==> config.mk <==
export PLATFORM = sky130hd
export DESIGN_NAME = byte_range_spec_parser_core
export DESIGN_NICKNAME = d
export VERILOG_FILES = /design/src/rtl/brsp_pkg.sv /design/src/rtl/brsp_parse.sv /design/src/rtl/brsp_queue.sv /design/src/rtl/byte_range_spec_parser_core.sv
export SDC_FILE = /design/constraint.sdc
export NUM_CORES = 2
export LEC_CHECK = 0
export BUFFER_PORTS_ARGS = -buffer_cell sky130_fd_sc_hd__buf_2
export CELL_PAD_IN_SITES_DETAIL_PLACEMENT = 1
export CELL_PAD_IN_SITES_GLOBAL_PLACEMENT = 2
export CORE_AREA = 3 3 299 301
export DETAILED_ROUTE_END_ITERATION = 12
export DIE_AREA = 0 0 302 304
export PLACE_DENSITY_LB_ADDON = 0.1
export SYNTH_ARGS = -nofsm -noshare
export SYNTH_HDL_FRONTEND = slang
export SYNTH_SLANG_ARGS = --single-unit
==> constraint.sdc <==
create_clock -name clk -period 12 [get_ports clk]
set_input_delay 1.2 -clock clk [delete_from_list [all_inputs] [get_ports clk]]
set_output_delay 1.2 -clock clk [all_outputs]
set_load 0.005 [all_outputs]
==> src/rtl/brsp_pkg.sv <==
`timescale 1ns / 1ps
// ----------------------------------------------------------------------------
// Byte-range spec parser package
// Request and result types, result kinds, prefix text and queue sizing.
// ----------------------------------------------------------------------------
package brsp_pkg;

	localparam int OFFSET_WIDTH_DEF = 63;
	localparam int OUT_OFFSET_W     = 63;
	localparam int PREFIX_LEN       = 6;
	localparam int QUEUE_DEPTH      = 4;

	typedef logic [OUT_OFFSET_W-1:0] offset_t;

	localparam logic [1:0] KIND_RANGE  = 2'd0;
	localparam logic [1:0] KIND_ACCEPT = 2'd1;
	localparam logic [1:0] KIND_REJECT = 2'd2;

	localparam logic [7:0] CH_DASH  = 8'h2d;
	localparam logic [7:0] CH_COMMA = 8'h2c;
	localparam logic [7:0] CH_ZERO  = 8'h30;
	localparam logic [7:0] CH_NINE  = 8'h39;
	localparam logic [7:0] CH_UP_A  = 8'h41;
	localparam logic [7:0] CH_UP_Z  = 8'h5a;
	localparam logic [7:0] CASE_BIT = 8'h20;

	typedef struct packed {
		logic [7:0] text_byte;
		logic       end_of_text;
	} req_t;

	typedef struct packed {
		logic [1:0] result_kind;
		logic       start_present;
		offset_t    start_offset;
		logic       stop_present;
		offset_t    stop_offset;
		logic       last_result;
	} rsp_t;

	// up to two results from one request
	typedef struct packed {
		logic [1:0] n;
		rsp_t       r0;
		rsp_t       r1;
	} push_t;

	function automatic logic [7:0] prefix_char(input logic [2:0] pos);
		logic [7:0] ch;
		unique case (pos)
			3'd0:    ch = 8'h62; // b
			3'd1:    ch = 8'h79; // y
			3'd2:    ch = 8'h74; // t
			3'd3:    ch = 8'h65; // e
			3'd4:    ch = 8'h73; // s
			3'd5:    ch = 8'h3d; // =
			default: ch = 8'h00;
		endcase
		return ch;
	endfunction

endpackage

==> src/rtl/brsp_parse.sv <==
`timescale 1ns / 1ps
// ----------------------------------------------------------------------------
// Byte-range spec parser: parse stage
// Prefix match, range phase tracking, saturating decimal accumulators.
// ----------------------------------------------------------------------------
module brsp_parse #(
	parameter int OFFSET_WIDTH = brsp_pkg::OFFSET_WIDTH_DEF
) (
	input  logic             clk,
	input  logic             arst_n,
	input  logic             go,
	input  brsp_pkg::req_t   req,
	output brsp_pkg::push_t  push
);

	typedef enum logic [2:0] {
		PH_PREFIX,
		PH_START,
		PH_TAIL,
		PH_FIRST,
		PH_DASHED,
		PH_SECOND,
		PH_ERROR
	} phase_t;

	localparam int SUM_W = OFFSET_WIDTH + 4;
	localparam logic [OFFSET_WIDTH-1:0] ACC_MAX = {OFFSET_WIDTH{1'b1}};

	phase_t                  phase_q, phase_d;
	logic [2:0]              pos_q, pos_d;
	logic [OFFSET_WIDTH-1:0] start_acc_q, start_acc_d;
	logic [OFFSET_WIDTH-1:0] stop_acc_q, stop_acc_d;
	logic                    start_seen_q, start_seen_d;
	logic                    stop_seen_q, stop_seen_d;

	logic [7:0]              ch, lc;
	logic                    is_digit, is_dash, is_comma, err;
	logic [3:0]              dig;
	logic [SUM_W-1:0]        start_sum, stop_sum;
	logic [OFFSET_WIDTH-1:0] start_next, stop_next;
	brsp_pkg::rsp_t          rng, rej, acc_res;

	assign ch       = req.text_byte;
	assign lc       = (ch >= brsp_pkg::CH_UP_A && ch <= brsp_pkg::CH_UP_Z) ?
	                  (ch | brsp_pkg::CASE_BIT) : ch;
	assign is_digit = ch >= brsp_pkg::CH_ZERO && ch <= brsp_pkg::CH_NINE;
	assign is_dash  = ch == brsp_pkg::CH_DASH;
	assign is_comma = ch == brsp_pkg::CH_COMMA;
	assign dig      = is_digit ? 4'(ch - brsp_pkg::CH_ZERO) : 4'd0;

	// acc*10 + d, saturating
	assign start_sum = {1'b0, start_acc_q, 3'b000} + {3'b000, start_acc_q, 1'b0} +
	                   SUM_W'(dig);
	assign stop_sum  = {1'b0, stop_acc_q, 3'b000} + {3'b000, stop_acc_q, 1'b0} +
	                   SUM_W'(dig);
	assign start_next = (start_sum > {4'b0000, ACC_MAX}) ? ACC_MAX :
	                    start_sum[OFFSET_WIDTH-1:0];
	assign stop_next  = (stop_sum > {4'b0000, ACC_MAX}) ? ACC_MAX :
	                    stop_sum[OFFSET_WIDTH-1:0];

	always_comb begin
		rng               = '0;
		rng.result_kind   = brsp_pkg::KIND_RANGE;
		rng.start_present = start_seen_q;
		rng.start_offset  = start_seen_q ? brsp_pkg::offset_t'(start_acc_q) : '0;
		rng.stop_present  = stop_seen_q;
		rng.stop_offset   = stop_seen_q ? brsp_pkg::offset_t'(stop_acc_q) : '0;
		rej               = '0;
		rej.result_kind   = brsp_pkg::KIND_REJECT;
		rej.last_result   = 1'b1;
		acc_res             = '0;
		acc_res.result_kind = brsp_pkg::KIND_ACCEPT;
		acc_res.last_result = 1'b1;
	end

	always_comb begin
		phase_d      = phase_q;
		pos_d        = pos_q;
		start_acc_d  = start_acc_q;
		stop_acc_d   = stop_acc_q;
		start_seen_d = start_seen_q;
		stop_seen_d  = stop_seen_q;
		push         = '0;
		err          = 1'b0;
		if (go) begin
			if (req.end_of_text) begin
				if (phase_q == PH_DASHED || phase_q == PH_SECOND) begin
					push.n  = 2'd2;
					push.r0 = rng;
					push.r1 = acc_res;
				end else if (phase_q != PH_ERROR) begin
					push.n  = 2'd1;
					push.r0 = rej;
				end
				phase_d      = PH_PREFIX;
				pos_d        = '0;
				start_acc_d  = '0;
				stop_acc_d   = '0;
				start_seen_d = 1'b0;
				stop_seen_d  = 1'b0;
			end else begin
				unique case (phase_q)
					PH_PREFIX: begin
						if (pos_q < 3'(brsp_pkg::PREFIX_LEN) &&
						    lc == brsp_pkg::prefix_char(pos_q)) begin
							pos_d = pos_q + 3'd1;
							if (pos_q == 3'(brsp_pkg::PREFIX_LEN - 1))
								phase_d = PH_START;
						end else begin
							err = 1'b1;
						end
					end
					PH_START: begin
						start_acc_d  = '0;
						stop_acc_d   = '0;
						start_seen_d = 1'b0;
						stop_seen_d  = 1'b0;
						if (is_dash) begin
							phase_d = PH_TAIL;
						end else if (is_digit) begin
							start_seen_d = 1'b1;
							start_acc_d  = OFFSET_WIDTH'(dig);
							phase_d      = PH_FIRST;
						end else begin
							err = 1'b1;
						end
					end
					PH_TAIL: begin
						if (is_digit) begin
							stop_seen_d = 1'b1;
							stop_acc_d  = OFFSET_WIDTH'(dig);
							phase_d     = PH_SECOND;
						end else begin
							err = 1'b1;
						end
					end
					PH_FIRST: begin
						if (is_dash)
							phase_d = PH_DASHED;
						else if (is_digit)
							start_acc_d = start_next;
						else
							err = 1'b1;
					end
					PH_DASHED, PH_SECOND: begin
						if (is_comma) begin
							push.n                = 2'd1;
							push.r0               = rng;
							push.r0.last_result   = 1'b1;
							start_acc_d           = '0;
							stop_acc_d            = '0;
							start_seen_d          = 1'b0;
							stop_seen_d           = 1'b0;
							phase_d               = PH_START;
						end else if (is_digit) begin
							if (phase_q == PH_DASHED) begin
								stop_seen_d = 1'b1;
								stop_acc_d  = OFFSET_WIDTH'(dig);
								phase_d     = PH_SECOND;
							end else begin
								stop_acc_d = stop_next;
							end
						end else begin
							err = 1'b1;
						end
					end
					PH_ERROR: ;
					default: err = 1'b1;
				endcase
				if (err) begin
					phase_d = PH_ERROR;
					push.n  = 2'd1;
					push.r0 = rej;
				end
			end
		end
	end

	always_ff @(posedge clk or negedge arst_n) begin
		if (!arst_n) begin
			phase_q      <= PH_PREFIX;
			pos_q        <= '0;
			start_acc_q  <= '0;
			stop_acc_q   <= '0;
			start_seen_q <= 1'b0;
			stop_seen_q  <= 1'b0;
		end else begin
			phase_q      <= phase_d;
			pos_q        <= pos_d;
			start_acc_q  <= start_acc_d;
			stop_acc_q   <= stop_acc_d;
			start_seen_q <= start_seen_d;
			stop_seen_q  <= stop_seen_d;
		end
	end

`ifndef ASSERT_OFF
	a_pair_on_end: assert property (@(posedge clk) disable iff (!arst_n)
		push.n == 2'd2 |-> go && req.end_of_text)
		else $error("two results without end of text");

	a_end_resets: assert property (@(posedge clk) disable iff (!arst_n)
		go && req.end_of_text |=> phase_q == PH_PREFIX && pos_q == 3'd0 &&
		!start_seen_q && !stop_seen_q)
		else $error("end of text did not reset parser");

	a_error_silent: assert property (@(posedge clk) disable iff (!arst_n)
		phase_q == PH_ERROR && !req.end_of_text |-> push.n == 2'd0)
		else $error("result after error");
`endif

endmodule

==> src/rtl/brsp_queue.sv <==
`timescale 1ns / 1ps
// ----------------------------------------------------------------------------
// Byte-range spec parser: result queue
// Small queue taking up to two results a cycle and giving one a cycle while rsp_stall is low.
// ----------------------------------------------------------------------------
module brsp_queue (
	input  logic             clk,
	input  logic             arst_n,
	input  brsp_pkg::push_t  push,
	output logic             room,
	output logic             rsp_valid,
	input  logic             rsp_stall,
	output brsp_pkg::rsp_t   rsp
);

	localparam int PTR_W = $clog2(brsp_pkg::QUEUE_DEPTH);
	localparam int CNT_W = PTR_W + 1;

	brsp_pkg::rsp_t   mem [brsp_pkg::QUEUE_DEPTH];
	logic [PTR_W-1:0] wr_q, rd_q;
	logic [CNT_W-1:0] count_q;
	logic             pop;

	assign rsp_valid = count_q != '0;
	assign rsp       = mem[rd_q];
	assign pop       = rsp_valid && !rsp_stall;
	assign room      = count_q <= CNT_W'(brsp_pkg::QUEUE_DEPTH - 2);

	always_ff @(posedge clk) begin
		if (push.n != 2'd0)
			mem[wr_q] <= push.r0;
		if (push.n == 2'd2)
			mem[wr_q + PTR_W'(1)] <= push.r1;
	end

	always_ff @(posedge clk or negedge arst_n) begin
		if (!arst_n) begin
			wr_q    <= '0;
			rd_q    <= '0;
			count_q <= '0;
		end else begin
			wr_q    <= wr_q + PTR_W'(push.n);
			rd_q    <= rd_q + PTR_W'(pop);
			count_q <= count_q + CNT_W'(push.n) - CNT_W'(pop);
		end
	end

`ifndef ASSERT_OFF
	a_no_overflow: assert property (@(posedge clk) disable iff (!arst_n)
		push.n != 2'd0 |-> room)
		else $error("push without room");

	a_count_bound: assert property (@(posedge clk) disable iff (!arst_n)
		count_q <= CNT_W'(brsp_pkg::QUEUE_DEPTH))
		else $error("queue count out of range");

	a_pair_order: assert property (@(posedge clk) disable iff (!arst_n)
		push.n == 2'd2 |-> push.r1.last_result && !push.r0.last_result)
		else $error("bad last flags on result pair");
`endif

endmodule

==> src/rtl/byte_range_spec_parser_core.sv <==
`timescale 1ns / 1ps
// ----------------------------------------------------------------------------
// Byte-range spec parser core
// Parses a "bytes=" range value one character per request into range results.
// ----------------------------------------------------------------------------
// Usage:
//  req channel: one character per request (req_valid / req_stall), with
//   end_of_text set on a closing request that ends the value.
//  rsp channel: range entries, then an accepted or rejected status
//   (rsp_valid / rsp_stall); last_result marks the final result of a request.
//  Path: a taken request is held in the input register, then parsed and
//   written into the result queue, from which its first result is offered
//   on rsp.
//  Throughput: one request per cycle while req_stall is low; the end request yields up to two
//   results, drained one per cycle while rsp_stall is low from a four-entry result queue.
//  Stall: req_stall rises when a request is held and the queue cannot take two more results;
//   the held request waits in the input register.
//  Reset: parser returns to prefix matching, the queue empties. After an
//   error the parser drops characters until the end request.
// ----------------------------------------------------------------------------
module byte_range_spec_parser_core #(
	parameter int OFFSET_WIDTH = brsp_pkg::OFFSET_WIDTH_DEF
) (
	input  logic            clk,
	input  logic            arst_n,
	input  logic            req_valid,
	output logic            req_stall,
	input  brsp_pkg::req_t  req,
	output logic            rsp_valid,
	input  logic            rsp_stall,
	output brsp_pkg::rsp_t  rsp
);

	brsp_pkg::req_t  req_s1;
	logic            valid_s1;
	logic            room, go, take;
	brsp_pkg::push_t push;

	assign req_stall = valid_s1 && !room;
	assign go        = valid_s1 && room;
	assign take      = req_valid && !req_stall;

	always_ff @(posedge clk) begin
		if (take)
			req_s1 <= req;
	end

	always_ff @(posedge clk or negedge arst_n) begin
		if (!arst_n)
			valid_s1 <= 1'b0;
		else if (take)
			valid_s1 <= 1'b1;
		else if (go)
			valid_s1 <= 1'b0;
	end

	brsp_parse #(
		.OFFSET_WIDTH (OFFSET_WIDTH)
	) u_parse (
		.clk    (clk),
		.arst_n (arst_n),
		.go     (go),
		.req    (req_s1),
		.push   (push)
	);

	brsp_queue u_queue (
		.clk       (clk),
		.arst_n    (arst_n),
		.push      (push),
		.room      (room),
		.rsp_valid (rsp_valid),
		.rsp_stall (rsp_stall),
		.rsp       (rsp)
	);

endmodule

==> results.yml <==
setup_path:
  required_ns: 12.56
  r2r_cells: 20
  crit_path_max_fanout: 56
  critPathArrivalTime_ns: 7.04
  crit_type: "reg -> reg"
  r2r_setup_slack_ns: 5.52
  cp-start-kind: "flip-flop"
  cp-end-kind: "flip-flop"
clock_tree:
  clkTransAtPathRegs_ns: 0.06
  post_cts_buffers: 0
  cts_tree: "yes"
  clk_latency_ns: 0.63
  hold_buffers: 0
  cts_root_buffer: "clkbuf_16"
  cts.repair.resized: 0
  cts_made_buffers: 78
  cts.path.max_buffers: 3
  cts.sinks: 675
  htreeDepth: 3
final_layout:
  fin_cells: 4480
  syn2layout_area_growth_pct: 11.8
  final_common_cell: "dfxtp_1"
  drive_above_1_share: 0.143
  layout_common_cells: "dfxtp_1 (516), a22o_1 (509), ha_1 (261)"
  final_nets: 3538
  diodes: 0
sta:
  setup_tns_ns: 0
  finalHoldViolCount: 0
  rsz0062_at_grt: "no"
  finalSetupViolCount: 0
  clock_skew_ns: 0.0220
  maxSlewHeadroom: 0.232
  worst_slew_pin_slew_ns: 1.12
  post-route-min-period_ns: 6.48
  maxSlewViolCount: 0
  max_freq_mhz: 154
  min_period_over_period: 0.540
logic_synthesis:
  avgSynthCellArea_um2: 10.7
  ys_types: 90
  yosysWarnings: 0
  netlist_area_um2: 34700
  synthArstFlopShare: 0.210
  synth-edff-count: 17
  netlist_instances: 3247
  ys_seq_elements: 675
  synth_top_flop_cell: "dfxtp_1"
  synth_nets: 3524
  yosysSeqAreaShare: 0.414
power_and_ir_drop:
  switching_share: 0.322
  intPower_mw: 4.10
  irDropWorstVdd_mv: 0.134
  seqPwrFrac: 0.410
  power_switching_mw: 1.94
  p_per_area_nw_per_um2: 156
  leakage_nw: 17.7
  pwr-share-comb: 0.190
  power.share.clock: 0.400
run_status:
  status: "completed"
route:
  finalWirelength_um: 110000
  drcViolationCount: 0
  viasPerCell: 6.13
  wl_per_cell_um: 24.6
  drt_iter0_drc: 1487
  firstDrtPassIters: 5
  vias: 27452
  drtAntennaViolNets: 0
placement:
  placed_cells: 4336
  dp_hpwl_um: 73100
  io_buffers: 145
  gp_congestion: 0.849
worst_hold_path:
  whs_path_depth: 1
  hold_path_class: "reg -> reg"
floorplanning:
  die_height_um: 304
  io_pins: 146
  initial_utilization: 0.400
  dieArea_um2: 91800
  die_w_um: 302
  core_area_um2: 86900
  rows: 108
global_route:
  grt_antenna_before_repair: 1
  globalRoute.totalOverflow: 0
  grt_util_all_layers: 0.238
  grt_pass1_wl_um: 176000
  grt_pass1_vias: 30035
  grt_max_degree: 69
job:
  drv_cap: 0
[metrics by stage]
| stage | hold slack (ns) | util | power [mW] | cell area (µm²) | setup slack [ns] |
|---|---|---|---|---|---|
| floorplan | 0.421 | - | 3.25 | 34700 | 6.91 |
| global placement | 0.427 | 0.417 | 3.66 | 36200 | 5.70 |
| detailed placement | 0.440 | 0.417 | 3.69 | 36200 | 5.50 |
| CTS | 0.439 | 0.447 | 6.13 | 38800 | 5.45 |
| global route | 0.460 | 0.447 | 6.31 | 38800 | 5.07 |
| finish | 0.454 | 0.447 | 6.05 | 38800 | 5.52 |
[cell families (layout without fill, tap and decap cells)]
| kind of cell | after synthesis | count (layout) | synth area share |
|---|---|---|---|
| simple gates | 558 | 558 | 0.0745 |
| fa+ha+maj | 264 | 264 | 0.0957 |
| flops | 675 | 675 | 0.414 |
| xor+xnor | 132 | 132 | 0.0333 |
| mux | 140 | 140 | 0.0876 |
| compound gates | 1176 | 1176 | 0.257 |
| buf+inv | 302 | 380 | 0.0371 |
[cells in the mapped netlist (all sizes together) (9+ instances only)]
cell type	number	share of area
dfxtp	516	0.30
a22o	509	0.13
ha	261	0.094
nand2	228	0.025
a21oi	179	0.026
o21ai	161	0.023
clkbuf	142	0.015
dfrtp	142	0.10
mux4	131	0.085
nor2	118	0.013
buf	103	0.016
a21o	77	0.017
xnor2	77	0.019
a221o	65	0.019
inv	55	0.0059
xor2	55	0.014
nand3	43	0.0062
nor3	38	0.0055
nand4	32	0.0058
o21bai	22	0.0048
a31oi	20	0.0036
o211ai	20	0.0049
o31ai	18	0.0040
and2	17	0.0031
edfxtp	17	0.015
a211oi	14	0.0030
and3	14	0.0027
nor2b	14	0.0025
nand2b	13	0.0023
o21a	11	0.0024
a2111oi	9	0.0034
[power by group through the flow]
| stage | Clock [mW] | Combinational, mW | Sequential (mW) |
|---|---|---|---|
| after global placement | 0 | 1.14 | 2.52 |
| after global routing | 2.57 | 1.24 | 2.49 |
| final | 2.42 | 1.15 | 2.48 |
| after detailed placement | 0 | 1.16 | 2.53 |
| after floorplan | 0 | 0.868 | 2.39 |
| after CTS | 2.49 | 1.16 | 2.48 |
[cell type report]
class                           instances  area, µm²
Sequential cell                       675      14400
Timing Repair Buffer                  179        987
Clock buffer                          123       2440
Inverter                               57        214
Multi-Input combinational cell       2270      19200
Tap cell                             1155       1450
Fill cell                            9419      48000
Clock inverter                         21        183
[worst paths after layout]
check | endpoint | startpoint
setup / recovery | u_parse.start_acc_q[56]$_DFFE_PN0P_ | req_s1[8]$_DFFE_PP_
hold / removal | u_queue.mem[1][128]$_SDFFE_PP0P_ | u_queue.mem[1][128]$_SDFFE_PP0P_
setup reg to reg | u_parse.start_acc_q[56]$_DFFE_PN0P_ | req_s1[8]$_DFFE_PP_
hold reg to reg | u_queue.mem[1][128]$_SDFFE_PP0P_ | u_queue.mem[1][128]$_SDFFE_PP0P_
max in group asynchronous | u_queue.rd_q[0]$_DFF_PN0_ | arst_n
min in group asynchronous | u_parse.stop_acc_q[45]$_DFFE_PN0P_ | arst_n
[state kept, by name, summed over array words and instances, names as in the netlist]
signal	cells
u_parse.start_acc_q	63
u_queue.wr_q	2
u_parse.stop_acc_q	63
u_parse.pos_q	3
u_queue.rd_q	2
u_parse.start_seen_q	1
valid_s1	1
req_s1	9
u_queue.count_q	3
u_parse.stop_seen_q	1
u_queue.mem	524
u_parse.phase_q	3
[worst max-delay path, stage by stage (launching register included)]
cell and delay [ns]:
edfxtp_1 0.41, nor3b_1 0.79, and3_1 0.55, nand2_1 0.20
xnor2_1 0.17, ha_1 0.19, a21o_1 0.15, ha_1 0.36
o211ai_1 0.14, o211ai_1 0.34, nand3_1 0.19, a2111oi_1 0.75
o31ai_2 0.19, o311a_1 0.42, o21ai_1 0.16, xor2_1 0.24
a2111oi_4 0.05, buf_4 0.19, nor2_4 0.08, buf_4 0.51
a221o_1 0.21
[routing by layer]
metal  share of wire  GRT usage  vias to the layer above
met3           0.034     0.0266                      134
li1                -          -                    12577
met1            0.44      0.307                    14256
met2            0.51      0.424                      485
met4           0.019     0.0562                        0
met5               0          0                        -
Power figures use the tool's default switching activity.
